$ cat src/rtl/uvs_pkg.sv
package uvs_pkg;

  localparam int MaxSubdivDefault = 256;
  localparam int SubW  = 9;
  localparam int RadW  = 16;
  localparam int IdxW  = 8;
  localparam int PtW   = 9;
  localparam int QuoW  = 17;
  localparam int NumW  = PtW + 16;
  localparam int DivStages = 5;
  localparam int DivBits   = NumW / DivStages;
  localparam int QtrSteps  = 1024;
  localparam int AddrW = 3;
  localparam int DataW = 32;
  localparam logic [SubW-1:0] SubReset = 9'd16;
  localparam logic [RadW-1:0] RadReset = 16'd256;
  localparam longint unsigned PiQ48 = 64'h3243F6A8885A3;

  typedef enum logic {
    REG_SUBDIVISION = 1'b0,
    REG_RADIUS      = 1'b1
  } reg_idx_t;

  typedef enum logic [2:0] {
    SLOT_A0 = 3'd0,
    SLOT_B0 = 3'd1,
    SLOT_C0 = 3'd2,
    SLOT_C1 = 3'd3,
    SLOT_B1 = 3'd4,
    SLOT_D  = 3'd5
  } slot_t;

  typedef logic [14:0] qtr_rom_t [0:QtrSteps];

  typedef struct packed {
    slot_t          slot;
    logic [PtW-1:0] p;
    logic [PtW-1:0] q;
  } job_t;

  typedef struct packed {
    slot_t           slot;
    logic [QuoW-1:0] tp;
    logic [QuoW-1:0] tq;
  } div_t;

  typedef struct packed {
    slot_t              slot;
    logic [QuoW-1:0]    tex_u;
    logic [QuoW-1:0]    tex_v;
    logic signed [15:0] nx;
    logic signed [15:0] ny;
    logic signed [15:0] nz;
  } nrm_t;

  typedef struct packed {
    logic signed [16:0] pos_x;
    logic signed [16:0] pos_y;
    logic signed [16:0] pos_z;
    logic [QuoW-1:0]    tex_u;
    logic [QuoW-1:0]    tex_v;
    logic signed [15:0] norm_x;
    logic signed [15:0] norm_y;
    logic signed [15:0] norm_z;
    slot_t              vertex_slot;
    logic               last;
  } vtx_t;

  typedef struct packed {
    logic [SubW-1:0] rem;
    logic [NumW-1:0] w;
  } div_state_t;

  // restoring division, DivBits quotient bits per call
  function automatic div_state_t div_steps(input div_state_t st, input logic [SubW-1:0] s);
    div_state_t r;
    logic [SubW:0] t;
    r = st;
    for (int b = 0; b < DivBits; b++) begin
      t = {r.rem, r.w[NumW-1]};
      if (t >= {1'b0, s}) begin
        t = t - {1'b0, s};
        r.w = {r.w[NumW-2:0], 1'b1};
      end else begin
        r.w = {r.w[NumW-2:0], 1'b0};
      end
      r.rem = t[SubW-1:0];
    end
    return r;
  endfunction

  function automatic longint unsigned div_even(input longint unsigned v, input int n);
    longint unsigned r;
    case (n)
      1: r = v / 2;
      2: r = v / 4;
      3: r = v / 6;
      4: r = v / 8;
      5: r = v / 10;
      6: r = v / 12;
      7: r = v / 14;
      default: r = v / 16;
    endcase
    return r;
  endfunction

  function automatic longint unsigned div_odd(input longint unsigned v, input int n);
    longint unsigned r;
    case (n)
      1: r = v / 3;
      2: r = v / 5;
      3: r = v / 7;
      4: r = v / 9;
      5: r = v / 11;
      6: r = v / 13;
      7: r = v / 15;
      default: r = v / 17;
    endcase
    return r;
  endfunction

  // quarter-wave sine, Q1.14, by Taylor series in Q31
  function automatic qtr_rom_t build_qtr_rom();
    qtr_rom_t t;
    longint unsigned x;
    longint unsigned term;
    longint sum;
    for (int k = 0; k <= QtrSteps; k++) begin
      x = (longint'(k) * PiQ48) >> 28;
      term = x;
      sum = longint'(x);
      for (int n = 1; n <= 8; n++) begin
        term = div_even((term * x) >> 31, n);
        term = div_odd((term * x) >> 31, n);
        if (n % 2 == 1) sum = sum - longint'(term);
        else sum = sum + longint'(term);
      end
      if (sum < 0) sum = 0;
      t[k] = 15'((longint'(sum) * 16384 + (64'd1 << 30)) >> 31);
    end
    return t;
  endfunction

  // quarter table address of a 12-bit angle index
  function automatic logic [10:0] rom_addr(input logic [11:0] idx);
    logic [10:0] r;
    r = {1'b0, idx[9:0]};
    if (idx[10]) r = 11'd1024 - r;
    return r;
  endfunction

  function automatic logic signed [33:0] round14(input logic signed [33:0] v);
    logic signed [33:0] t;
    t = v + 34'sd8192;
    return t >>> 14;
  endfunction

  function automatic logic lat_plus(input slot_t s);
    logic r;
    case (s)
      SLOT_B0, SLOT_B1, SLOT_D: r = 1'b1;
      default: r = 1'b0;
    endcase
    return r;
  endfunction

  function automatic logic lon_plus(input slot_t s);
    logic r;
    case (s)
      SLOT_C0, SLOT_C1, SLOT_D: r = 1'b1;
      default: r = 1'b0;
    endcase
    return r;
  endfunction

endpackage

$ cat src/rtl/uvs_scale.sv
module uvs_scale (
  input  logic                     clk,
  input  logic                     rst,
  input  logic                     en,
  input  logic [uvs_pkg::RadW-1:0] radius,
  input  logic                     nv_valid,
  input  uvs_pkg::nrm_t            nv,
  output logic                     vx_valid,
  output uvs_pkg::vtx_t            vx
);
  import uvs_pkg::*;

  logic               d_valid;
  nrm_t               d_n;
  logic signed [32:0] d_px;
  logic signed [32:0] d_py;
  logic signed [32:0] d_pz;
  logic signed [16:0] r_s;
  logic signed [33:0] rx;
  logic signed [33:0] ry;
  logic signed [33:0] rz;

  assign r_s = $signed({1'b0, radius});

  always_ff @(posedge clk) begin
    if (rst) begin
      d_valid  <= 1'b0;
      vx_valid <= 1'b0;
    end else if (en) begin
      d_valid  <= nv_valid;
      vx_valid <= d_valid;
    end
  end

  always_ff @(posedge clk) begin
    if (en) begin
      d_n  <= nv;
      d_px <= r_s * nv.nx;
      d_py <= r_s * nv.ny;
      d_pz <= r_s * nv.nz;
    end
  end

  assign rx = round14(34'(d_px));
  assign ry = round14(34'(d_py));
  assign rz = round14(34'(d_pz));

  always_ff @(posedge clk) begin
    if (en) begin
      vx.pos_x       <= rx[16:0];
      vx.pos_y       <= ry[16:0];
      vx.pos_z       <= rz[16:0];
      vx.tex_u       <= d_n.tex_u;
      vx.tex_v       <= d_n.tex_v;
      vx.norm_x      <= d_n.nx;
      vx.norm_y      <= d_n.ny;
      vx.norm_z      <= d_n.nz;
      vx.vertex_slot <= d_n.slot;
      vx.last        <= (d_n.slot == SLOT_D);
    end
  end

endmodule

$ cat config.mk
export PLATFORM = sky130hd
export DESIGN_NAME = uvs_scale
export DESIGN_NICKNAME = d
export VERILOG_FILES = /design/src/rtl/uvs_pkg.sv /design/src/rtl/uvs_scale.sv
export SDC_FILE = /design/constraint.sdc
export NUM_CORES = 2
export LEC_CHECK = 0
export BUFFER_PORTS_ARGS = -buffer_cell sky130_fd_sc_hd__buf_2
export CORE_ASPECT_RATIO = 0.75
export CORE_MARGIN = 1
export CORE_UTILIZATION = 45
export CTS_CLUSTER_SIZE = 30
export DETAILED_ROUTE_END_ITERATION = 10
export GPL_ROUTABILITY_DRIVEN = 0
export GPL_TIMING_DRIVEN = 0
export HOLD_SLACK_MARGIN = 0.02
export SLEW_MARGIN = 20
export SYNTH_ARGS = -nofsm -noshare
export SYNTH_HDL_FRONTEND = slang
export SYNTH_SLANG_ARGS = --single-unit
$ cat constraint.sdc
create_clock -name clk -period 7.7 [get_ports clk]
set_input_delay 1.925 -clock clk [delete_from_list [all_inputs] [get_ports clk]]
set_output_delay 1.925 -clock clk [all_outputs]
set_load 0.1 [all_outputs]
# Word-level counts from Yosys, hierarchy flattened
# Index checks and enable logic that the tools add are counted.
totals:
  register_bits: 317
  inputBits: 105
  output_inout_bits: 138
classes:
  addsub: 3
  multipliers: 3
  n_eq_ne: 1
ops:
  columns: ["op", "n"]
  rows:
  - ["31-bit by 15-bit adder with 31-bit output, second input constant", 3]
  - ["17-bit by 16-bit multiplier with 31-bit output", 3]
  - ["3-bit equality test, second input constant", 1]

# Logic depth before layout (Yosys ltp)
depth:
  depth_word: 1
  ltp_mapped: 23

# Worst setup path before layout
# Ideal clock, no wire load.
synth_path:
  path_kind: "input to register"
  startpoint: "input radius[7] (netlist bit)"
  endpoint: "register d_pz[26], data pin"
  setup_ps: 268
  arrival_time_ps: 7309
  required_ps: 7432
  setup_slack_ps: 123
  stages: 22
  path_buffers: 2
  cell_sequence: "clkbuf_1 > clkbuf_1 > nand2_1 > fa_1 > inv_1 > fa_1 > inv_1 > fa_1 > inv_1 > fa_1 > fa_1 > inv_1 > fa_1 > inv_1 > ha_1 > and4_1 > and3_1 > a22o_1 > a2111o_1 > a21oi_1 > nand2_1 > xor2_1"
synth_via:
  elab_chain_len: 1
synth_rtl:
  columns: ["item", "line", "source"]
  rows:
  - ["start, declared", "uvs_scale.sv:5", "input logic [uvs_pkg::RadW-1:0] radius,"]
  - ["17-bit by 16-bit multiplier with 31-bit output", "uvs_scale.sv:40", "d_pz <= r_s * nv.nz;"]
  - ["end signal, assigned", "uvs_scale.sv:40", null]
  - ["end, declared", "uvs_scale.sv:17", "logic signed [32:0] d_pz;"]
# Every way passes these cells.
# A chain may end at the register's enable or synchronous reset.

# Worst setup path in the final report
layout_path:
  startpoint: "input radius[6] (netlist bit)"
  endpoint: "register d_pz[26], data pin"
# Same word-level chain as after synthesis.

==> out/metrics.yaml <==
outcome:
  status: "complete, no violations"
synth:
  netlist_top_cells_count: "727 x inv_1, 579 x fa_1, 437 x nand2_1"
  synth_cell_types: 69
  dominantRegCellSynth: "edfxtp_1"
  ys_ff_latch: 278
  synth_top_area_share_pct: 33.4
  syn-num-nets: 4388
  synthArstFlopShare_pct: 0
  syn_area_per_cell_sq_um: 10.3
  ys_seq_area_share_pct: 24.0
  synthCells: 3377
  synth_edf_count: 276
  synth_most_common_cell: "inv_1"
  synthesis.area_sq_um: 34700
  yosysTopAreaCell: "fa_1"
  netlist_top_cells_area: "fa_1 33%, edfxtp_1 24%, ha_1 12%, inv_1 7.9%, and2_1 6.2%"
  ys_warn_count: 0
sta:
  slew_headroom_pct: 28.7
  worst_slew_pin_slew_ps: 1070
  final_max_slew_viol_count: 0
  period_needed_ps: 7650
  setup_viol: 0
  hold_violations: 0
  fin_setup_tns_ps: 0
  skew_ps: 36.4
  period_share_pct: 99.3
  rsz0062_at_grt: "yes"
  max_clock_freq_mhz: 131
finish:
  final_layout_size_suffix_gt1_share_pct: 10.5
  nets: 4639
  area_growth_pct: 10.6
  num-fill-cells: 7120
clocking:
  clk_pin_slew_ps: 60
  numCtsBuffers: 31
  postCtsSetupRepairBufs: 0
  cts_max_level: 1
  cts_tree: "yes"
  clkLatencyLatePin_ps: 640
  clock_sinks: 278
  cts_hold_buf: 0
  clock-root-buffer: "clkbuf_16"
  cts_max_path_buffers: 3
floorplan:
  fp.dieW_um: 323
  die_y_um: 242
  dieArea_sq_um: 78200
  rows: 87
  num_io_pins: 243
  start_util_pct: 45.8
  core_area_sq_um: 75800
detailed_routing:
  drt-total-wl_mm: 94.6
  dr.pass1.iters: 5
  vias: 24200
  drc: 0
  ant_nets: 0
  vias_per_cell: 5.18
  wl_per_cell_um: 20.2
  initialDrtViolationCount: 2075
critical_path:
  critPathMaxFanout: 10
  worstPathArrival_ps: 8010
  cp.required_ps: 8060
  cp_top_family: "adder cells"
  start_kind: "primary input"
  cp_slowest_cell: "clkbuf_1"
  slowest_delay_ps: 690
  criticalPathCategory: "in -> reg"
  cp_num_buf_inv: 5
  cp_common_cell: "fa_1"
  cp_cell_sequence: "clkbuf_1 > and2_1 > fa_1 > inv_1 > fa_1 > fa_1 > fa_1 > inv_1 > fa_1 > inv_1 > fa_1 > inv_1 > ha_1 > and4_1 > and3_1 > a22o_1 > a2111o_1 > a21oi_2 > nand2_1 > xor2_1"
  end_kind: "flip-flop"
  ff2ff_setup_slack_ps: 5720
place:
  portBuffers: 228
  hpwl_mm: 75.2
global_route:
  antenna_found_initial: 6
  grt_pass1_wl_mm: 147
  grt_pass1_vias: 24500
  grt_max_degree: 104
  grt.overflow.total: 0
  grt_usage_pct: 25.0
min_path:
  hold_path_class: "reg -> reg"
flow_run:
  drv_cap: 0
-- worst register-to-register path, stage by stage, from the launching register on --
cell and delay [ps]:
edfxtp_1 400, and3_1 190, and2_1 180, nand3_1 100, nor2_1 220, and4_1 300
nand4_1 160, xnor2_1 180
-- cell families after synthesis --
kind of cell               after synthesis  synth area share, %
AOI/OAI and AO/OA                      223                 4.35
xor gates and xnor gates               112                 2.83
DFF                                    278                 24.0
buffers and inverters                  870                 9.47
adders and majority gates              906                 45.2
muxes                                    3               0.0865
and+or+nand+nor                        985                 14.1
-- sequential cells by signal, indices dropped and copies added, names as in the netlist --
name and count:
d_pz 18, vx 137, vx_valid 1, d_py 18
d_px 18, d_valid 1, d_n 85
-- layer usage --
| metal | part of all wire [%] | track usage (%) |
|---|---|---|
| met4 | 2.1 | 4.39 |
| met1 | 45 | 37.8 |
| met5 | 0.16 | 1.42 |
| met3 | 12 | 7.98 |
| met2 | 41 | 35.0 |
-- what timing repair did --
item,in CTS,in global routing
endpoints found under the setup margin,49,30
gates resized for setup,55,156
pin swaps,0,0
-- cells in the final DEF (no fill, tap or decap), types with 8 or more instances in the layout --
master	count
diode_2	9
and2_1	343
clkbuf_4	19
xnor2_1	69
nor3_1	13
a21o_1	36
nand3_1	34
nand4_1	24
clkbuf_16	31
nand2b_1	29
fa_1	579
xor2_1	43
inv_1	727
clkbuf_1	40
buf_4	12
buf_2	235
o21ai_0	38
nor2_1	64
a21oi_1	61
a211oi_1	8
nand2_1	437
ha_1	327
and3_1	17
clkbuf_2	51
edfxtp_1	276
-- final timing paths --
check                                          end  cells past startpoint          startpoint
worst max register to register   vx[119]$_DFFE_PP_                      7  d_py[15]$_DFFE_PP_
worst min-delay path              vx[41]$_DFFE_PP_                      0   d_n[37]$_DFFE_PP_
worst max-delay path            d_pz[26]$_DFFE_PP_                     20           radius[6]
worst min register to register    vx[41]$_DFFE_PP_                      0   d_n[37]$_DFFE_PP_
-- area by class of cell --
| type | instances | area (sq um) | share of cell area (%) |
|---|---|---|---|
| multi-input cells | 2229 | 23100 | 60.2 |
| flip-flops and latches | 278 | 8330 | 21.7 |
| inverters | 730 | 2740 | 7.14 |
| well taps | 1023 | 1280 | 3.33 |
| repair buffers | 230 | 1210 | 3.14 |
| clock buffers | 37 | 798 | 2.08 |
| plain buffers | 128 | 699 | 1.82 |
| clock inverters | 16 | 209 | 0.544 |
| diodes | 9 | 22.5 | 0.0587 |
-- stage by stage --
stage	setup WS, ps	hold WS, ps	util (%)	instance area [sq um]	cells
after global routing	-16.1	423	50.6	38400	4672
after global placement	-1520	400	49.0	37100	4628
after detailed placement	-1440	405	49.1	37200	4630
after floorplan	123	400	-	34700	3377
after CTS	-23.4	417	50.5	38300	4682
final	50.7	417	50.7	38400	4680
Power is not shown: default switching activity piles up to over one toggle a cycle in this logic, so the estimate is an artifact.
