**src/rtl/uvs_pkg.sv**
```systemverilog
package uvs_pkg;

  localparam int MaxSubdivDefault = 256;
  localparam int SubW  = 9;
  localparam int RadW  = 16;
  localparam int IdxW  = 8;
  localparam int PtW   = 9;
  localparam int QuoW  = 17;
  localparam int NumW  = PtW + 16;
  localparam int DivStages = 5;
  localparam int DivBits   = NumW / DivStages;
  localparam int QtrSteps  = 1024;
  localparam int AddrW = 3;
  localparam int DataW = 32;
  localparam logic [SubW-1:0] SubReset = 9'd16;
  localparam logic [RadW-1:0] RadReset = 16'd256;
  localparam longint unsigned PiQ48 = 64'h3243F6A8885A3;

  typedef enum logic {
    REG_SUBDIVISION = 1'b0,
    REG_RADIUS      = 1'b1
  } reg_idx_t;

  typedef enum logic [2:0] {
    SLOT_A0 = 3'd0,
    SLOT_B0 = 3'd1,
    SLOT_C0 = 3'd2,
    SLOT_C1 = 3'd3,
    SLOT_B1 = 3'd4,
    SLOT_D  = 3'd5
  } slot_t;

  typedef logic [14:0] qtr_rom_t [0:QtrSteps];

  typedef struct packed {
    slot_t          slot;
    logic [PtW-1:0] p;
    logic [PtW-1:0] q;
  } job_t;

  typedef struct packed {
    slot_t           slot;
    logic [QuoW-1:0] tp;
    logic [QuoW-1:0] tq;
  } div_t;

  typedef struct packed {
    slot_t              slot;
    logic [QuoW-1:0]    tex_u;
    logic [QuoW-1:0]    tex_v;
    logic signed [15:0] nx;
    logic signed [15:0] ny;
    logic signed [15:0] nz;
  } nrm_t;

  typedef struct packed {
    logic signed [16:0] pos_x;
    logic signed [16:0] pos_y;
    logic signed [16:0] pos_z;
    logic [QuoW-1:0]    tex_u;
    logic [QuoW-1:0]    tex_v;
    logic signed [15:0] norm_x;
    logic signed [15:0] norm_y;
    logic signed [15:0] norm_z;
    slot_t              vertex_slot;
    logic               last;
  } vtx_t;

  typedef struct packed {
    logic [SubW-1:0] rem;
    logic [NumW-1:0] w;
  } div_state_t;

  // restoring division, DivBits quotient bits per call
  function automatic div_state_t div_steps(input div_state_t st, input logic [SubW-1:0] s);
    div_state_t r;
    logic [SubW:0] t;
    r = st;
    for (int b = 0; b < DivBits; b++) begin
      t = {r.rem, r.w[NumW-1]};
      if (t >= {1'b0, s}) begin
        t = t - {1'b0, s};
        r.w = {r.w[NumW-2:0], 1'b1};
      end else begin
        r.w = {r.w[NumW-2:0], 1'b0};
      end
      r.rem = t[SubW-1:0];
    end
    return r;
  endfunction

  function automatic longint unsigned div_even(input longint unsigned v, input int n);
    longint unsigned r;
    case (n)
      1: r = v / 2;
      2: r = v / 4;
      3: r = v / 6;
      4: r = v / 8;
      5: r = v / 10;
      6: r = v / 12;
      7: r = v / 14;
      default: r = v / 16;
    endcase
    return r;
  endfunction

  function automatic longint unsigned div_odd(input longint unsigned v, input int n);
    longint unsigned r;
    case (n)
      1: r = v / 3;
      2: r = v / 5;
      3: r = v / 7;
      4: r = v / 9;
      5: r = v / 11;
      6: r = v / 13;
      7: r = v / 15;
      default: r = v / 17;
    endcase
    return r;
  endfunction

  // quarter-wave sine, Q1.14, by Taylor series in Q31
  function automatic qtr_rom_t build_qtr_rom();
    qtr_rom_t t;
    longint unsigned x;
    longint unsigned term;
    longint sum;
    for (int k = 0; k <= QtrSteps; k++) begin
      x = (longint'(k) * PiQ48) >> 28;
      term = x;
      sum = longint'(x);
      for (int n = 1; n <= 8; n++) begin
        term = div_even((term * x) >> 31, n);
        term = div_odd((term * x) >> 31, n);
        if (n % 2 == 1) sum = sum - longint'(term);
        else sum = sum + longint'(term);
      end
      if (sum < 0) sum = 0;
      t[k] = 15'((longint'(sum) * 16384 + (64'd1 << 30)) >> 31);
    end
    return t;
  endfunction

  // quarter table address of a 12-bit angle index
  function automatic logic [10:0] rom_addr(input logic [11:0] idx);
    logic [10:0] r;
    r = {1'b0, idx[9:0]};
    if (idx[10]) r = 11'd1024 - r;
    return r;
  endfunction

  function automatic logic signed [33:0] round14(input logic signed [33:0] v);
    logic signed [33:0] t;
    t = v + 34'sd8192;
    return t >>> 14;
  endfunction

  function automatic logic lat_plus(input slot_t s);
    logic r;
    case (s)
      SLOT_B0, SLOT_B1, SLOT_D: r = 1'b1;
      default: r = 1'b0;
    endcase
    return r;
  endfunction

  function automatic logic lon_plus(input slot_t s);
    logic r;
    case (s)
      SLOT_C0, SLOT_C1, SLOT_D: r = 1'b1;
      default: r = 1'b0;
    endcase
    return r;
  endfunction

endpackage

```
**src/rtl/uvs_div.sv**
```systemverilog
module uvs_div (
  input  logic                     clk,
  input  logic                     rst,
  input  logic                     en,
  input  logic [uvs_pkg::SubW-1:0] s_eff,
  input  logic                     job_valid,
  input  uvs_pkg::job_t            job,
  output logic                     dv_valid,
  output uvs_pkg::div_t            dv
);
  import uvs_pkg::*;

  logic       vld [DivStages];
  div_state_t stp [DivStages];
  div_state_t stq [DivStages];
  slot_t      sl  [DivStages];
  div_state_t init_p;
  div_state_t init_q;

  assign init_p = '{rem: '0, w: {job.p, 16'd0}};
  assign init_q = '{rem: '0, w: {job.q, 16'd0}};

  always_ff @(posedge clk) begin
    if (rst) begin
      for (int k = 0; k < DivStages; k++) vld[k] <= 1'b0;
    end else if (en) begin
      vld[0] <= job_valid;
      for (int k = 1; k < DivStages; k++) vld[k] <= vld[k-1];
    end
  end

  always_ff @(posedge clk) begin
    if (en) begin
      stp[0] <= div_steps(init_p, s_eff);
      stq[0] <= div_steps(init_q, s_eff);
      sl[0]  <= job.slot;
      for (int k = 1; k < DivStages; k++) begin
        stp[k] <= div_steps(stp[k-1], s_eff);
        stq[k] <= div_steps(stq[k-1], s_eff);
        sl[k]  <= sl[k-1];
      end
    end
  end

  assign dv_valid = vld[DivStages-1];
  assign dv.slot  = sl[DivStages-1];
  assign dv.tp    = stp[DivStages-1].w[QuoW-1:0];
  assign dv.tq    = stq[DivStages-1].w[QuoW-1:0];

endmodule

```
**config.mk**
```make
export PLATFORM = sky130hd
export DESIGN_NAME = uvs_div
export DESIGN_NICKNAME = d
export VERILOG_FILES = /design/src/rtl/uvs_pkg.sv /design/src/rtl/uvs_div.sv
export SDC_FILE = /design/constraint.sdc
export NUM_CORES = 1
export LEC_CHECK = 0
export BUFFER_PORTS_ARGS = -buffer_cell sky130_fd_sc_hd__clkbuf_2
export CORE_AREA = 2 2 261 263
export DETAILED_ROUTE_END_ITERATION = 16
export DIE_AREA = 0 0 263 265
export PLACE_DENSITY_LB_ADDON = 0.05
export SYNTH_ARGS = -nofsm -noshare
export SYNTH_HDL_FRONTEND = slang
export SYNTH_SLANG_ARGS = --single-unit
```
**constraint.sdc**
```tcl
create_clock -name clk -period 15.1 [get_ports clk]
set_input_delay 1.51 -clock clk [delete_from_list [all_inputs] [get_ports clk]]
set_output_delay 1.51 -clock clk [all_outputs]
set_load 0.005 [all_outputs]
```
==> After elaboration in Yosys (flattened, before gate mapping) <==
Memories as Yosys holds them, arrays and structs flattened.
Index checks and enable logic that the tools add are counted.
{ "totals": {"word_cells": 320, "memories": 4, "register_bits": 0, "inputBits": 34, "mem_bits_rw": 360} }
{ "mem_list": {"columns": ["memory", "depth", "width", "read_ports", "rd_clocked_by_memory_dff", "write_ports", "line", "rtl"], "rows": [
  ["stp", 5, 34, 5, 0, 5, "uvs_div.sv:14", "div_state_t stp [DivStages];"],
  ["stq", 5, 34, 5, 0, 5, "uvs_div.sv:15", "div_state_t stq [DivStages];"],
  ["sl", 5, 3, 5, 0, 5, "uvs_div.sv:16", "slot_t sl [DivStages];"],
  ["vld", 5, 1, 5, 0, 5, "uvs_div.sv:13", "logic vld [DivStages];"]
]} }
{ "op_classes": {"n_bitwise": 5, "addsub": 50, "order_cmp": 50, "mux": 211} }
{ "ops": {"columns": ["op", "n"], "rows": [
  ["25-bit two-way mux", 50],
  ["9-bit two-way mux", 100],
  ["10-bit by 9-bit greater-or-equal comparator with 1-bit output", 48],
  ["9-bit subtractor", 48],
  ["1-bit two-way mux", 61],
  ["1-bit by 9-bit greater-or-equal comparator with 1-bit output", 2],
  ["1-bit by 9-bit subtractor with 9-bit output", 2],
  ["1-bit bitwise OR", 5]
]} }

==> Depth between registers and ports, before layout <==
An unclocked memory read counts as a cell.
{ "logic_depth": {"ltp_word": 16, "mapped_depth": 53} }

==> Least setup slack after synthesis <==
Ideal clock, no wire load.
{ "synth_timing": {"path_kind": "input-to-reg", "startpoint": "input s_eff[0] (netlist bit)", "endpoint": "memory stp[0][98] (netlist bit) (data pin)", "setup_time_ns": 0.261, "t_arrival_ns": 13.327, "setup_slack_ns": 1.512, "cell_stages": 51, "path_cell_list": "buf_2 > buf_1 > inv_1 > clkbuf_1 > clkbuf_1 > buf_1 > buf_1 > fa_1 > a211o_1 > a211o_1 > a21oi_1 > clkbuf_1 > mux2_2 > ha_1 > o21a_1 > o31ai_1 > a21oi_1 > a41o_1 > [... 15 more ...] > a21o_1 > a221o_1 > a21o_1 > a211oi_1 > mux2_2 > clkbuf_1 > nor2_1 > ha_1 > nand2b_1 > a21o_1 > a21o_1 > a221o_1 > a211oi_1 > and2_1 > nand2b_1 > o21a_1 > buf_2 > a221o_1"} }
{ "synth_rtl": {"columns": ["item", "line", "rtl"], "rows": [
  ["start, declared", "uvs_div.sv:5", "input logic [uvs_pkg::SubW-1:0] s_eff,"],
  ["end, declared", "uvs_div.sv:14", null]
]} }

==> results by group <==
Clock tree
  – Setup repair bufs after CTS: 0
  – Clock tree from TritonCTS: yes
  – Latest clock arrival within the worst-skew pair: 0.51 ns
  – Max clock buf depth: 2
  – Depth of the CTS H-tree: 4
  – Number of hold buffers added after cts: 0
  – Number of CTS-inserted buffers: 17
  – Clock tree root buffer cell: sky130_fd_sc_hd__clkbuf_16
  – Post-CTS sizing: 0
  – CTS clk-pin slew, worst paths: 0.09 ns
  – Clock Sink Count: 176

Timing
  – Slew at the pin closest to its max-slew limit: 1.12 ns
  – Fin crit period: 13.19 ns
  – Count of final hold-check violations: 0
  – Skew final: 0.0243 ns
  – RSZ-0062 raised after global routing: no
  – Total setup violations reported at the end of the flow: 0
  – Tcrit/Tclk final: 87.3%
  – Maximum frequency from static timing analysis: 75.8 MHz
  – Max-slew violation total from the final report: 0
  – Max-slew headroom: 25.0%
  – Setup TNS: 0 ns

Setup path
  – Critical path launch point type: input pin
  – Endpoint required time on the critical path: 15.35 ns
  – Largest delay contributor family on the critical path: compound AO/OA/AOI/OAI gates
  – Crit Path Max Fanout: 17
  – Most frequent cell on the critical path: sky130_fd_sc_hd__a21o_1
  – Crit path largest cell delay: 0.78 ns
  – Setup CP Type: in2reg
  – Data arrival time of the critical path: 13.44 ns
  – Reg2reg setup slack: 3.12 ns
  – Worst path slowest cell: sky130_fd_sc_hd__a21oi_1
  – Number of buffer and inverter stages on the critical path: 4
  – CP Capture Type: flip-flop

Routing
  – Antenna Nets Post-Route: 0
  – Starting DRC count in detailed routing: 1,398
  – Wire length after detailed routing: 74,600 um
  – Pre-antenna DRT Iters: 6
  – Post-route DRC: 0
  – Detail-routed via count per cell: 5.72
  – DR vias: 22,400
  – Routed length per placed instance: 19.1 um

Global routing
  – Wire length of the first global-routing pass: 120,000 um
  – Number of global-route vias before repair: 22,300
  – Global route overflow: 0
  – GR Util All Layers: 21.4%
  – Initial antenna violation count: 1
  – Pin count of the biggest net entering global routing: 73

Placement
  – Port buffer count: 71
  – Half-perimeter wire length after placement: 54,500 um
  – GPL Wtd Cong: 0.872

Synth
  – Adder and majority gate portion of the synthesized area: 21.1%
  – Share of Yosys cell area claimed by the top area cell type: 19.9%
  – Dominant cell type by area after synthesis: sky130_fd_sc_hd__edfxtp_1
  – Register area share after synthesis: 19.9%
  – Number of instances in the synthesized netlist: 2,994
  – Xor/xnor cell area share of the yosys netlist: 9.14%
  – Register bit count reported by yosys: 176
  – Number of unique standard cell types used by synthesis: 90
  – Net Count, Synth: 3,462
  – Fraction of synthesized area in multiplexers: 8.70%
  – Simple logic cell fraction of the synthesized area: 14.0%
  – Post-Synthesis Cell Area: 26,500 um2
  – Mean cell area of the mapped netlist: 8.86 um2
  – Syn. warnings: 0
  – Fraction of registers with async set/reset: 0%
  – Largest family of logic cells by synthesized area: compound AO/OA/AOI/OAI gates
  – Number of enable flip-flop cells after synthesis: 176
  – Share of the synthesized area in compound gates (AO/OA/AOI/OAI): 23.2%
  – Synth Flop Type: sky130_fd_sc_hd__edfxtp_1
  – Ranking of synthesized cells by area: sky130_fd_sc_hd__edfxtp_1 20%, sky130_fd_sc_hd__ha_1 19%, sky130_fd_sc_hd__mux2_2 7.4%

Floorplanning
  – Row count: 95
  – Effective utilization at floorplan: 39.7%
  – Die footprint: 69,700 um2
  – Standard cell core area: 66,800 um2
  – I/O pin cnt: 72
  – Floorplan die height: 265 um
  – Die width: 263 um

Cells and area
  – Area Growth Syn to Fin: 6.80%
  – Layout cell share with drive strength beyond 1: 12.2%
  – Fin nets: 3,492
  – Diode count: 0

Run status
  – Status: finished clean

Job
  – Total of max-cap violations: 0

Worst hold path
  – Class of the most critical hold timing path: reg2reg
[worst paths after layout]
| path | to | cells past startpoint | startpoint |
|---|---|---|---|
| hold / removal | stp[0][150] | 0 | stp[0][111] |
| hold reg to reg | stp[0][150] | 0 | stp[0][111] |
| setup / recovery | stp[0][101] | 42 | s_eff[2] |
| setup reg to reg | stp[0][101] | 39 | stp[0][59] |
[state kept, by name (all words and copies together), names as in the netlist]
register  flops
vld           5
stp          78
stq          78
sl           15
[synthesized netlist by cell type, drive strengths merged (13+ instances only)]
library cell,instances
ha,410
a21oi,264
nor2,219
mux2,185
edfxtp,176
xnor2,169
a21o,159
o21ai,156
nand2,149
inv,131
xor2,108
buf,68
nor3,66
o21a,65
nor2b,61
o21bai,50
nand3,43
nand4,42
nand2b,41
and2,37
o31ai,35
a31oi,31
a211oi,26
clkbuf,26
fa,24
mux2i,21
and3,19
a221o,17
and4,15
or2,15
a21boi,14
or3,14
a211o,13
a221oi,13
[area by class of cell]
type                       count  area (um2)
clock inverter                15         125
timing repair buffer         105         684
clock buffer                  17         425
multi-input combinational   2590       20200
fill                        6572       38500
tap                          873        1090
inverter                     134         505
sequential                   176        5290
[routing by layer]
metal	GRT usage, %	vias to the layer above	routed length [um]
met5	0	-	0
met2	36.8	347	35200
li1	-	11300	-
met4	5.13	0	1160
met1	28.6	10700	36100
met3	2.49	62	2110
[worst register-to-register path: cells and delay by family (launching register included)]
kind	cells	cell delay (ns)
AOI/OAI and AO/OA	24	6.70
adders and majority gates	5	1.70
and+or+nand+nor	6	1.36
muxes	3	1.28
DFF	1	0.44
buffers and inverters	1	0.24
[stage by stage]
step	instance area, um2	cells	hold slack, ns	setup slack, ns	util (%)
after floorplan	26500	2994	0.400	1.51	-
after global placement	27800	3878	0.400	1.73	41.6
after detailed placement	27800	3878	0.407	1.48	41.6
after CTS	28300	3910	0.408	2.04	42.4
after global routing	28300	3910	0.426	1.13	42.4
final	28300	3910	0.416	1.91	42.4
[cells in the final DEF (no fill, tap or decap), types with 19 or more instances in the layout]
cell	netlist	routed
sky130_fd_sc_hd__mux2_2	174	174
sky130_fd_sc_hd__nor3_1	65	65
sky130_fd_sc_hd__nor2_1	219	218
sky130_fd_sc_hd__buf_4	37	30
sky130_fd_sc_hd__fa_1	24	24
sky130_fd_sc_hd__nand4_1	42	42
sky130_fd_sc_hd__edfxtp_1	176	176
sky130_fd_sc_hd__and3_1	19	19
sky130_fd_sc_hd__ha_1	410	410
sky130_fd_sc_hd__xor2_1	108	108
sky130_fd_sc_hd__xnor2_1	169	169
sky130_fd_sc_hd__nand2_1	149	149
sky130_fd_sc_hd__nand2b_1	41	41
sky130_fd_sc_hd__a31oi_1	29	29
sky130_fd_sc_hd__nor2b_1	60	60
sky130_fd_sc_hd__a211oi_1	22	22
sky130_fd_sc_hd__mux2i_1	20	20
sky130_fd_sc_hd__and2_1	36	36
sky130_fd_sc_hd__a21oi_1	262	262
sky130_fd_sc_hd__nand3_1	42	42
sky130_fd_sc_hd__inv_1	131	122
sky130_fd_sc_hd__o31ai_1	34	33
sky130_fd_sc_hd__clkbuf_2	0	69
sky130_fd_sc_hd__a21o_1	159	159
sky130_fd_sc_hd__o21a_1	65	65
sky130_fd_sc_hd__o21bai_1	50	50
sky130_fd_sc_hd__o21ai_0	153	153
[logic make-up after synthesis]
logic type / count (synthesis)
AOI/OAI and AO/OA: 925
and+or+nand+nor: 748
adders and majority gates: 434
xor gates and xnor gates: 277
buffers and inverters: 228
muxes: 206
DFF: 176
Power is not shown: default switching activity piles up to over one toggle a cycle in this logic, so the estimate is an artifact.
