--- src/rtl/uvs_pkg.sv ---
package uvs_pkg;

  localparam int MaxSubdivDefault = 256;
  localparam int SubW  = 9;
  localparam int RadW  = 16;
  localparam int IdxW  = 8;
  localparam int PtW   = 9;
  localparam int QuoW  = 17;
  localparam int NumW  = PtW + 16;
  localparam int DivStages = 5;
  localparam int DivBits   = NumW / DivStages;
  localparam int QtrSteps  = 1024;
  localparam int AddrW = 3;
  localparam int DataW = 32;
  localparam logic [SubW-1:0] SubReset = 9'd16;
  localparam logic [RadW-1:0] RadReset = 16'd256;
  localparam longint unsigned PiQ48 = 64'h3243F6A8885A3;

  typedef enum logic {
    REG_SUBDIVISION = 1'b0,
    REG_RADIUS      = 1'b1
  } reg_idx_t;

  typedef enum logic [2:0] {
    SLOT_A0 = 3'd0,
    SLOT_B0 = 3'd1,
    SLOT_C0 = 3'd2,
    SLOT_C1 = 3'd3,
    SLOT_B1 = 3'd4,
    SLOT_D  = 3'd5
  } slot_t;

  typedef logic [14:0] qtr_rom_t [0:QtrSteps];

  typedef struct packed {
    slot_t          slot;
    logic [PtW-1:0] p;
    logic [PtW-1:0] q;
  } job_t;

  typedef struct packed {
    slot_t           slot;
    logic [QuoW-1:0] tp;
    logic [QuoW-1:0] tq;
  } div_t;

  typedef struct packed {
    slot_t              slot;
    logic [QuoW-1:0]    tex_u;
    logic [QuoW-1:0]    tex_v;
    logic signed [15:0] nx;
    logic signed [15:0] ny;
    logic signed [15:0] nz;
  } nrm_t;

  typedef struct packed {
    logic signed [16:0] pos_x;
    logic signed [16:0] pos_y;
    logic signed [16:0] pos_z;
    logic [QuoW-1:0]    tex_u;
    logic [QuoW-1:0]    tex_v;
    logic signed [15:0] norm_x;
    logic signed [15:0] norm_y;
    logic signed [15:0] norm_z;
    slot_t              vertex_slot;
    logic               last;
  } vtx_t;

  typedef struct packed {
    logic [SubW-1:0] rem;
    logic [NumW-1:0] w;
  } div_state_t;

  // restoring division, DivBits quotient bits per call
  function automatic div_state_t div_steps(input div_state_t st, input logic [SubW-1:0] s);
    div_state_t r;
    logic [SubW:0] t;
    r = st;
    for (int b = 0; b < DivBits; b++) begin
      t = {r.rem, r.w[NumW-1]};
      if (t >= {1'b0, s}) begin
        t = t - {1'b0, s};
        r.w = {r.w[NumW-2:0], 1'b1};
      end else begin
        r.w = {r.w[NumW-2:0], 1'b0};
      end
      r.rem = t[SubW-1:0];
    end
    return r;
  endfunction

  function automatic longint unsigned div_even(input longint unsigned v, input int n);
    longint unsigned r;
    case (n)
      1: r = v / 2;
      2: r = v / 4;
      3: r = v / 6;
      4: r = v / 8;
      5: r = v / 10;
      6: r = v / 12;
      7: r = v / 14;
      default: r = v / 16;
    endcase
    return r;
  endfunction

  function automatic longint unsigned div_odd(input longint unsigned v, input int n);
    longint unsigned r;
    case (n)
      1: r = v / 3;
      2: r = v / 5;
      3: r = v / 7;
      4: r = v / 9;
      5: r = v / 11;
      6: r = v / 13;
      7: r = v / 15;
      default: r = v / 17;
    endcase
    return r;
  endfunction

  // quarter-wave sine, Q1.14, by Taylor series in Q31
  function automatic qtr_rom_t build_qtr_rom();
    qtr_rom_t t;
    longint unsigned x;
    longint unsigned term;
    longint sum;
    for (int k = 0; k <= QtrSteps; k++) begin
      x = (longint'(k) * PiQ48) >> 28;
      term = x;
      sum = longint'(x);
      for (int n = 1; n <= 8; n++) begin
        term = div_even((term * x) >> 31, n);
        term = div_odd((term * x) >> 31, n);
        if (n % 2 == 1) sum = sum - longint'(term);
        else sum = sum + longint'(term);
      end
      if (sum < 0) sum = 0;
      t[k] = 15'((longint'(sum) * 16384 + (64'd1 << 30)) >> 31);
    end
    return t;
  endfunction

  // quarter table address of a 12-bit angle index
  function automatic logic [10:0] rom_addr(input logic [11:0] idx);
    logic [10:0] r;
    r = {1'b0, idx[9:0]};
    if (idx[10]) r = 11'd1024 - r;
    return r;
  endfunction

  function automatic logic signed [33:0] round14(input logic signed [33:0] v);
    logic signed [33:0] t;
    t = v + 34'sd8192;
    return t >>> 14;
  endfunction

  function automatic logic lat_plus(input slot_t s);
    logic r;
    case (s)
      SLOT_B0, SLOT_B1, SLOT_D: r = 1'b1;
      default: r = 1'b0;
    endcase
    return r;
  endfunction

  function automatic logic lon_plus(input slot_t s);
    logic r;
    case (s)
      SLOT_C0, SLOT_C1, SLOT_D: r = 1'b1;
      default: r = 1'b0;
    endcase
    return r;
  endfunction

endpackage

--- src/rtl/uvs_seq.sv ---
module uvs_seq (
  input  logic                     clk,
  input  logic                     rst,
  input  logic                     en,
  input  logic [uvs_pkg::SubW-1:0] s_eff,
  input  logic                     in_valid,
  output logic                     in_ready,
  input  logic [uvs_pkg::IdxW-1:0] lat_index,
  input  logic [uvs_pkg::IdxW-1:0] lon_index,
  output logic                     job_valid,
  output uvs_pkg::job_t            job
);
  import uvs_pkg::*;

  logic            busy;
  slot_t           slot;
  logic [IdxW-1:0] ci;
  logic [IdxW-1:0] cj;
  logic [SubW-1:0] smax;
  logic            take;

  assign smax     = s_eff - 9'd1;
  assign in_ready = en && !rst && (!busy || slot == SLOT_D);
  assign take     = in_ready && in_valid;

  always_ff @(posedge clk) begin
    if (rst) begin
      busy      <= 1'b0;
      slot      <= SLOT_A0;
      job_valid <= 1'b0;
    end else if (en) begin
      job_valid <= busy;
      if (take) begin
        busy <= 1'b1;
        slot <= SLOT_A0;
      end else if (busy) begin
        slot <= slot_t'(slot + 3'd1);
        if (slot == SLOT_D) busy <= 1'b0;
      end
    end
  end

  // clamp indexes to s_eff-1, the effective subdivision minus one
  always_ff @(posedge clk) begin
    if (en) begin
      job.slot <= slot;
      job.p    <= {1'b0, ci} + {8'd0, lat_plus(slot)};
      job.q    <= {1'b0, cj} + {8'd0, lon_plus(slot)};
      if (take) begin
        ci <= ({1'b0, lat_index} > smax) ? smax[IdxW-1:0] : lat_index;
        cj <= ({1'b0, lon_index} > smax) ? smax[IdxW-1:0] : lon_index;
      end
    end
  end

endmodule

--- config.mk ---
export PLATFORM = sky130hd
export DESIGN_NAME = uvs_seq
export DESIGN_NICKNAME = d
export VERILOG_FILES = /design/src/rtl/uvs_pkg.sv /design/src/rtl/uvs_seq.sv
export SDC_FILE = /design/constraint.sdc
export NUM_CORES = 1
export LEC_CHECK = 0
export CAP_MARGIN = 0
export CORE_MARGIN = 1
export CORE_UTILIZATION = 52
export CTS_BUF_LIST = sky130_fd_sc_hd__clkbuf_4
export CTS_CLUSTER_DIAMETER = 80
export CTS_CLUSTER_SIZE = 16
export DETAILED_ROUTE_END_ITERATION = 12
export DONT_BUFFER_PORTS = 1
export PLACE_DENSITY = 0.7
export SETUP_SLACK_MARGIN = 0.3
export SLEW_MARGIN = 20
export SYNTH_ARGS = -nofsm -noshare
export SYNTH_HDL_FRONTEND = slang
export SYNTH_SLANG_ARGS = --single-unit
--- constraint.sdc ---
create_clock -name clk -period 2.75 [get_ports clk]
set_input_delay 0.275 -clock clk [delete_from_list [all_inputs] [get_ports clk]]
set_output_delay 0.275 -clock clk [all_outputs]
set_load 0.1 [all_outputs]
# Word level (Yosys, flattened, before mapping)
# Index checks and enable logic that the tools add are counted.
[op_classes] add_sub_neg=4 n_lt_le_gt_ge=2 n_eq_ne=5 muxes=11 n_reduce_logical=11
[ops] op="8-bit by 1-bit adder with 9-bit output" n=2
[ops] op="8-bit by 9-bit greater-than comparator with 1-bit output" n=2
[ops] op="8-bit 2-to-1 mux" n=2
[ops] op="9-bit by 1-bit subtractor with 9-bit output, second input constant" n=1
[ops] op="1-bit 2-to-1 mux" n=7
[ops] op="3-bit by 2-bit equality test with 1-bit output, second input constant" n=2
[ops] op="3-bit equality test, second input constant" n=2
[ops] op="3-bit 2-to-1 mux" n=2
[ops] op="3-bit OR reduction" n=2
[ops] op="2-bit AND reduction" n=2
[ops] op="3-bit by 1-bit adder with 3-bit output, second input constant" n=1
[ops] op="3-bit by 1-bit equality test with 1-bit output, second input constant" n=1
[ops] op="1-bit logical AND" n=3
[ops] op="1-bit zero test" n=2
[ops] op="2-bit nonzero test" n=1
[ops] op="1-bit logical OR" n=1
[word_totals] regBits=42 inputBits=29 output_inout_bits=23 wordCells=41

# Depth between registers and ports, before layout
# Gate-level depths: netlist of the first run.
[depth] word_depth=6 mapped_depth=12 depth_no_buf=12

# Worst setup path after synthesis of the first run
# Ideal clock, no wire load.
[synth_path] path_kind="flip-flop to flip-flop" from="register slot[1]" to="register slot[1]" setup_time_ps=117 t_arrival_ps=3276 slack_ps=-643 stages_incl_launch_ff=9 period_less_slack_ps=3393 cell_sequence="dfxtp_1 inv_1 ha_1 nand2_1 a21oi_1 and2_1 o21ai_0 a22oi_1 nor2_1"
[synth_via] elab_chain_len=6
[synth_rtl] element="start, declared" line="uvs_seq.sv:16" source="slot_t slot;"
[synth_rtl] element="start signal, assigned" line="uvs_seq.sv:37" source="slot <= slot_t'(slot + 3'd1);"
[synth_rtl] element="3-bit equality test *" line="uvs_seq.sv:23" source="assign in_ready = en && !rst && (!busy || slot == SLOT_D);"
[synth_rtl] element="1-bit logical OR *" line="uvs_seq.sv:23"
[synth_rtl] element="1-bit logical AND *" line="uvs_seq.sv:23"
[synth_rtl] element="via in_ready" line="uvs_seq.sv:7" source="output logic in_ready,"
[synth_rtl] element="1-bit logical AND *" line="uvs_seq.sv:24" source="assign take = in_ready && in_valid;"
[synth_rtl] element="2-bit nonzero test (no source line)"
[synth_rtl] element="2-bit AND reduction (no source line)"
# Mark *: on every way through the listed nets, which the timed path passes. The rest lies on a longest branch. The select of a mux whose other input is x is not followed.
# A chain may end at the register's enable or synchronous reset.

# Worst setup path after layout of the first run
[layout_path] from="input port s_eff[0] (netlist name)" to="register ci[2] (data pin)"
[layout_via] elab_chain_len=3
[layout_rtl] element="start, declared" line="uvs_seq.sv:5" source="input logic [uvs_pkg::SubW-1:0] s_eff,"
[layout_rtl] element="9-bit by 1-bit subtractor with 9-bit output *" line="uvs_seq.sv:22" source="assign smax = s_eff - 9'd1;"
[layout_rtl] element="8-bit by 9-bit greater-than comparator with 1-bit output" line="uvs_seq.sv:50" source="ci <= ({1'b0, lat_index} > smax) ? smax[IdxW-1:0] : lat_index;"
[layout_rtl] element="8-bit 2-to-1 mux *" line="uvs_seq.sv:50"
[layout_rtl] element="end signal, assigned" line="uvs_seq.sv:50"
[layout_rtl] element="end, declared" line="uvs_seq.sv:17" source="logic [IdxW-1:0] ci;"
# Every way passes the cells marked *; elsewhere a longest branch is shown, timed or not.

==> results of run 1 <==
==> state kept, by name, indices dropped and copies added, names as in the netlist <==
signal     count
ci             8
job           21
busy           1
job_valid      1
slot           3
cj             8
==> synthesized netlist by cell type (2+ instances only) <==
master and number:
and4_1 2, nor3b_1 2, nand3_1 6, a21o_1 3, and3_1 2, xor2_1 10, a22oi_1 3, edfxtp_1 37
ha_1 24, nand4_1 5, nand2_1 10, a21oi_1 5, a31oi_1 3, mux2_2 10, inv_1 17, nand2b_1 3
nor2_1 12, nor3_1 2, mux2i_1 7, or2_2 2, xnor2_1 10, dfxtp_1 5, o21ai_0 2
==> final cells by class <==
type / count / area, um2
inverter: 17 / 88.8
timing repair buffer: 12 / 105
multi-input combinational: 138 / 1350
tap: 52 / 65.1
clock buffer: 8 / 60.1
sequential: 42 / 1210
fill: 369 / 1560
==> metrics by stage <==
step	std cells	TNS (ps)	hold slack (ps)	setup slack, ps	utilization, %
final	269	0	55.1	307	64.8
after global routing	269	0	11.4	261	64.8
after CTS	266	0	31.7	304	62.9
after detailed placement	257	-1540	347	-269	60.2
after floorplan	198	-45.5	344	-9.09	-
after global placement	257	-972	347	-193	60.2
==> critical path, cell delays in order <==
cell and delay [ps]:
nor3_4 210, buf_4 160, xor2_2 200, inv_1 90
ha_1 340, a21oi_2 170, a31oi_2 140, a2111oi_4 320
o2bb2ai_2 110, o211ai_4 170, mux2_4 330
==> power by group <==
group	leakage [uW]	internal (uW)	switching, uW
clock	0.0000368	132	161
sequential	0.000395	725	119
combinational	0.000743	125	110
total	0.00117	982	389
==> kinds of logic after synthesis <==
| group | after synthesis | synth area share (%) |
|---|---|---|
| compound gates | 22 | 6.88 |
| xor+xnor | 21 | 8.26 |
| fa+ha+maj | 24 | 12.3 |
| buf+inv | 18 | 2.82 |
| flops | 42 | 49.7 |
| mux | 17 | 7.49 |
| simple gates | 54 | 12.6 |
==> path summary, 6_finish.rpt <==
path | start | to | slack, ps | cells past startpoint
worst max-delay path | s_eff[0] | ci[2]$_DFFE_PP_ | 310 | 11
worst min-delay path | en | job[13]$_DFFE_PP_ | 60 | 0
worst max register to register | slot[1]$_SDFFE_PP0P_ | job[8]$_DFFE_PP_ | 670 | 9
worst min register to register | slot[0]$_SDFFE_PP0P_ | job[18]$_DFFE_PP_ | 520 | 0
==> timing repair <==
action / 4_1_cts / 5_1_grt
gates resized for setup: 8 / 9
hold endpoints to repair: 5 / 0
hold buffers: 1 / 0
pin swaps: 3 / 7
setup buffers: 0 / 3
setup endpoints to repair: 7 / 12
==> routing by layer <==
metal	up-vias	GRT usage, %	wire (um)
li1	761	-	-
met1	722	19.5	1690
met2	62	31.1	2180
met3	6	6.78	315
met4	0	9.30	90
met5	-	0	0
==> results.sh, run 1 <==
export IMPL_outcome="finished with violations"
export IMPL_failed_checks="design-rule violations"
export IMPL_yosysWarnings=0
export IMPL_async_reset_ff_share_pct=0
export IMPL_chip_width_um=70.5
export IMPL_layout_cell_area_non_filler_um2=2880
export IMPL_die_h_um=70.5
export IMPL_postSynthNetCount=251
export IMPL_wire_per_inst_um=15.9
export IMPL_routed_wirelength_um=4280
export IMPL_design_core_area_um2=4440
export IMPL_clockRootBuffer="clkbuf_4"
export IMPL_worst_slew_pin_transition_ps=971
export IMPL_placement_io_buffers=0
export IMPL_worst_path_max_fanout=6
export IMPL_vdd_ir_drop_worst_v=0.000160
export IMPL_cts_root_to_sink_buffers=2
export IMPL_power_per_cell_area_nw_per_um2=476
export IMPL_yosys_area_top_type_share_pct=45.6
export IMPL_vias=1551
export IMPL_fp_row_count=24
export IMPL_max_slew_margin_vs_limit_pct=35.2
export IMPL_ys_dominant_reg_cell="edfxtp_1"
export IMPL_grt_antenna_before_repair=0
export IMPL_final_nets=269
export IMPL_antenna_cells=0
export IMPL_timing_hold_worst_class="input port to flip-flop"
export IMPL_ys_types=39
export IMPL_synth_largest_area_cell="edfxtp_1"
export IMPL_fmax_ghz=0.409
export IMPL_post_route_period_util_pct=88.8
export IMPL_worst_endpoint_arrival_ps=2520
export IMPL_design_die_area_um2=4970
export IMPL_detailedPlacementHpwl_um=3420
export IMPL_worst_ep_required_ps=2830
export IMPL_seq_area_frac_synth_pct=49.7
export IMPL_clock_latency_ps=330
export IMPL_cts_tree="yes"
export IMPL_finClkSkew_ps=12.9
export IMPL_p_leak_uw=0.00117
export IMPL_total_power_uw=1370
export IMPL_globalplace_congestion=0.906
export IMPL_layout_area_overhead_vs_synth_pct=18.2
export IMPL_num_io_pins=52
export IMPL_hold_viol_final=0
export IMPL_synthCells=198
export IMPL_yosys_register_bits=42
export IMPL_worst_setup_path_start_kind="input port"
export IMPL_initial_standard_cell_utilization_of_the_core_pct=54.9
export IMPL_first_global_vias=1575
export IMPL_layout_drive_gt1_share_pct=26.3
export IMPL_cts_sinks=42
export IMPL_critical_path_class="input port to flip-flop"
export IMPL_number_of_enable_type_register_cells_in_the_synthesized_netlist=37
export IMPL_drt_iter0_markers=77
export IMPL_detailedRoute_firstPassIterationCount=8
export IMPL_max_cap_viol_count=0
export IMPL_syn_area_um2=2440
export IMPL_timing_max_transition_violations_final=0
export IMPL_cts_h_tree_lvls=2
export IMPL_grt_start_max_net_pins=28
export IMPL_gr_usage_all_layers_pct=18.2
export IMPL_most_common_layout_cells="edfxtp_1, ha_1, inv_1"
export IMPL_numCtsBuffers=5
export IMPL_final_antenna_net_count=0
export IMPL_drc_markers=6
export IMPL_grt_first_pass_wirelength_um=6870
export IMPL_dpl_cell_area_um2=2680
export IMPL_syn_area_per_cell_um2=12.3
export IMPL_clk_transition_reported_paths_ps=110
export IMPL_grt_setup_unrepaired="false"
export IMPL_layout_cells_most_common="edfxtp_1"
export IMPL_grt_overflow_total=0
export IMPL_worstSetupEndpointType="flip-flop"
export IMPL_finalWorstPathRequiredPeriod_ps=2440
export IMPL_drt_vias_per_instance=5.77
export IMPL_setup_viol=0
export IMPL_yosys_top_cells_area="edfxtp_1, ha_1, mux2_2, dfxtp_1, xnor2_1"
No activity file was read; power rests on OpenSTA's default activity.
==> inputs of run 2 (changes only) <==
Clock period 2.75 ns to 2.1 ns, I/O delays scaled along.
==> run 2 against run 1 <==
Compared with the run above: the run ends with design-rule violations, negative setup slack left; setup slack worse by 600 ps; count of clock-buffer cells in the layout is 2 lower; critical path depth rose by 2; clock power rose by 73%; sequential power up 14%; core utilization increased by 13 points; worst hold slack got worse by 25 ps; critical path type unchanged; largest power group unchanged.
==> results.sh, run 2 (synthesis gave the netlist of run 1 again) <==
export IMPL_die_h_um=70.5
export IMPL_timing_hold_worst_class="input port to flip-flop"
export IMPL_p_leak_uw=0.00142
export IMPL_layout_area_overhead_vs_synth_pct=42.7
export IMPL_final_antenna_net_count=0
export IMPL_design_die_area_um2=4970
export IMPL_routed_wirelength_um=5220
export IMPL_largest_reg_flops=21
export IMPL_clockRootBuffer="clkbuf_4"
export IMPL_register_with_the_highest_flop_count="job"
export IMPL_fp_row_count=24
export IMPL_design_core_area_um2=4440
export IMPL_worst_hold_slack_ps=30.0
export IMPL_clk_transition_reported_paths_ps=120
export IMPL_hold_viol_final=0
export IMPL_placement_io_buffers=0
export IMPL_cts_h_tree_lvls=2
export IMPL_clock_latency_ps=350
export IMPL_failed_checks="design-rule violations, negative setup slack"
export IMPL_drt_vias_per_instance=5.65
export IMPL_worst_endpoint_arrival_ps=2490
export IMPL_final_nets=313
export IMPL_finalWorstPathRequiredPeriod_ps=2390
export IMPL_finClkSkew_ps=14.1
export IMPL_power_per_cell_area_nw_per_um2=581
export IMPL_detailedPlacementHpwl_um=3920
export IMPL_postLayoutSetupSlackWorst_ps=-292
export IMPL_grt_overflow_total=0
export IMPL_fmax_ghz=0.418
export IMPL_cts_root_to_sink_buffers=2
export IMPL_cts_tree="yes"
export IMPL_layout_area_seq_um2=1220
export IMPL_post_route_period_util_pct=114
export IMPL_pre_cts_ws_ps=-700
export IMPL_grt_start_max_net_pins=22
export IMPL_worstSetupEndpointType="flip-flop"
export IMPL_cts_sinks=42
export IMPL_initial_standard_cell_utilization_of_the_core_pct=54.9
export IMPL_num_io_pins=52
export IMPL_worst_ep_required_ps=2200
export IMPL_layout_drive_gt1_share_pct=50.2
export IMPL_gr_usage_all_layers_pct=21.7
export IMPL_antenna_cells=0
export IMPL_registers_with_the_most_flip_flops="job (21), ci (8), cj (8)"
export IMPL_numCtsBuffers=5
export IMPL_wire_per_inst_um=16.7
export IMPL_multi_input_area_um2=1560
export IMPL_drc_markers=6
export IMPL_max_slew_margin_vs_limit_pct=38.9
export IMPL_first_global_vias=1798
export IMPL_fillers=274
export IMPL_grt_antenna_before_repair=0
export IMPL_layout_cells_most_common="buf_4"
export IMPL_detailedRoute_firstPassIterationCount=8
export IMPL_critical_path_class="input port to flip-flop"
export IMPL_max_cap_viol_count=0
export IMPL_drt_iter0_markers=76
export IMPL_worst_path_max_fanout=7
export IMPL_chip_width_um=70.5
export IMPL_grt_first_pass_wirelength_um=8180
export IMPL_globalplace_congestion=0.893
export IMPL_vias=1767
export IMPL_worst_slew_pin_transition_ps=913
export IMPL_vdd_ir_drop_worst_v=0.000326
export IMPL_most_common_layout_cells="buf_4, edfxtp_1, ha_4"
export IMPL_total_power_uw=2020
export IMPL_worst_setup_path_start_kind="input port"
export IMPL_grt_setup_unrepaired="true"
export IMPL_timing_max_transition_violations_final=0
export IMPL_fin_util_pct=78.3
export IMPL_outcome="finished with violations"
export IMPL_setup_viol=15
## run 2: cell types whose count changed in the layout (fill, tap and decap cells not counted), moves of 3 or more
cell	previous run	this run
buf_4	10	50
ha_1	21	9
ha_4	3	13
nor2_1	12	8
buf_6	0	3
dfxtp_1	5	2
dfxtp_4	0	3
inv_1	14	11
inv_2	1	4
## run 2: path summary, 6_finish.rpt
check                           slack [ps]                 to                 start  depth (start not counted)
worst max-delay path                  -290    cj[7]$_DFFE_PP_              s_eff[0]                         13
worst min-delay path                    30  busy$_SDFFE_PP0P_                    en                          2
worst max register to register         320  job[17]$_DFFE_PP_  slot[0]$_SDFFE_PP0P_                          8
worst min register to register         510  job[18]$_DFFE_PP_  slot[0]$_SDFFE_PP0P_                          0
## run 2: critical path, stage by stage
cell       delay (ps)
clkinv_16          30
ha_4              120
nor3b_4           210
xor2_1            240
inv_2              90
ha_4              280
nand4_1           120
nor2_1            170
a211o_1           130
nand4_1           130
a211oi_4          310
buf_12            160
mux2_4            290
## run 2: what timing repair did
action | CTS | global route
hold buffers | 2 | 0
gates resized for setup | 33 | 27
pin swaps | 12 | 20
hold endpoints to repair | 26 | 0
setup endpoints to repair | 21 | 23
setup buffers | 4 | 7
## run 2: per-stage QoR
stage	cell area (um2)	TNS, ps	cells
final	3480	-3060	313
after floorplan	2580	-6300	198
after detailed placement	2970	-9560	292
after CTS	3290	-1560	306
after global routing	3480	-4310	313
after global placement	2970	-8460	292
## run 2: power by group
part / switching [uW] / internal, uW / total [uW]
Combinational: 319 / 233 / 552
Clock: 241 / 264 / 505
Sequential: 20.2 / 945 / 965
Total: 580 / 1440 / 2020
## run 2: metal layers
| metal | wire length, um | share of wire [%] | GRT usage [%] | up-vias |
|---|---|---|---|---|
| met2 | 2790 | 53 | 39.3 | 62 |
| met1 | 1990 | 38 | 23.8 | 840 |
| li1 | - | - | - | 852 |
| met4 | 132 | 2.5 | 9.75 | 0 |
| met3 | 313 | 6.0 | 5.48 | 13 |
| met5 | 0 | 0 | 0 | - |
## run 2: final cells by class
| type | instances | share of cell area (%) |
|---|---|---|
| inverter | 17 | 2.95 |
| clock buffer | 6 | 1.29 |
| timing repair buffer | 56 | 12.9 |
| tap | 52 | 1.87 |
| multi-input combinational | 138 | 44.8 |
| clock inverter | 2 | 1.08 |
| sequential | 42 | 35.1 |
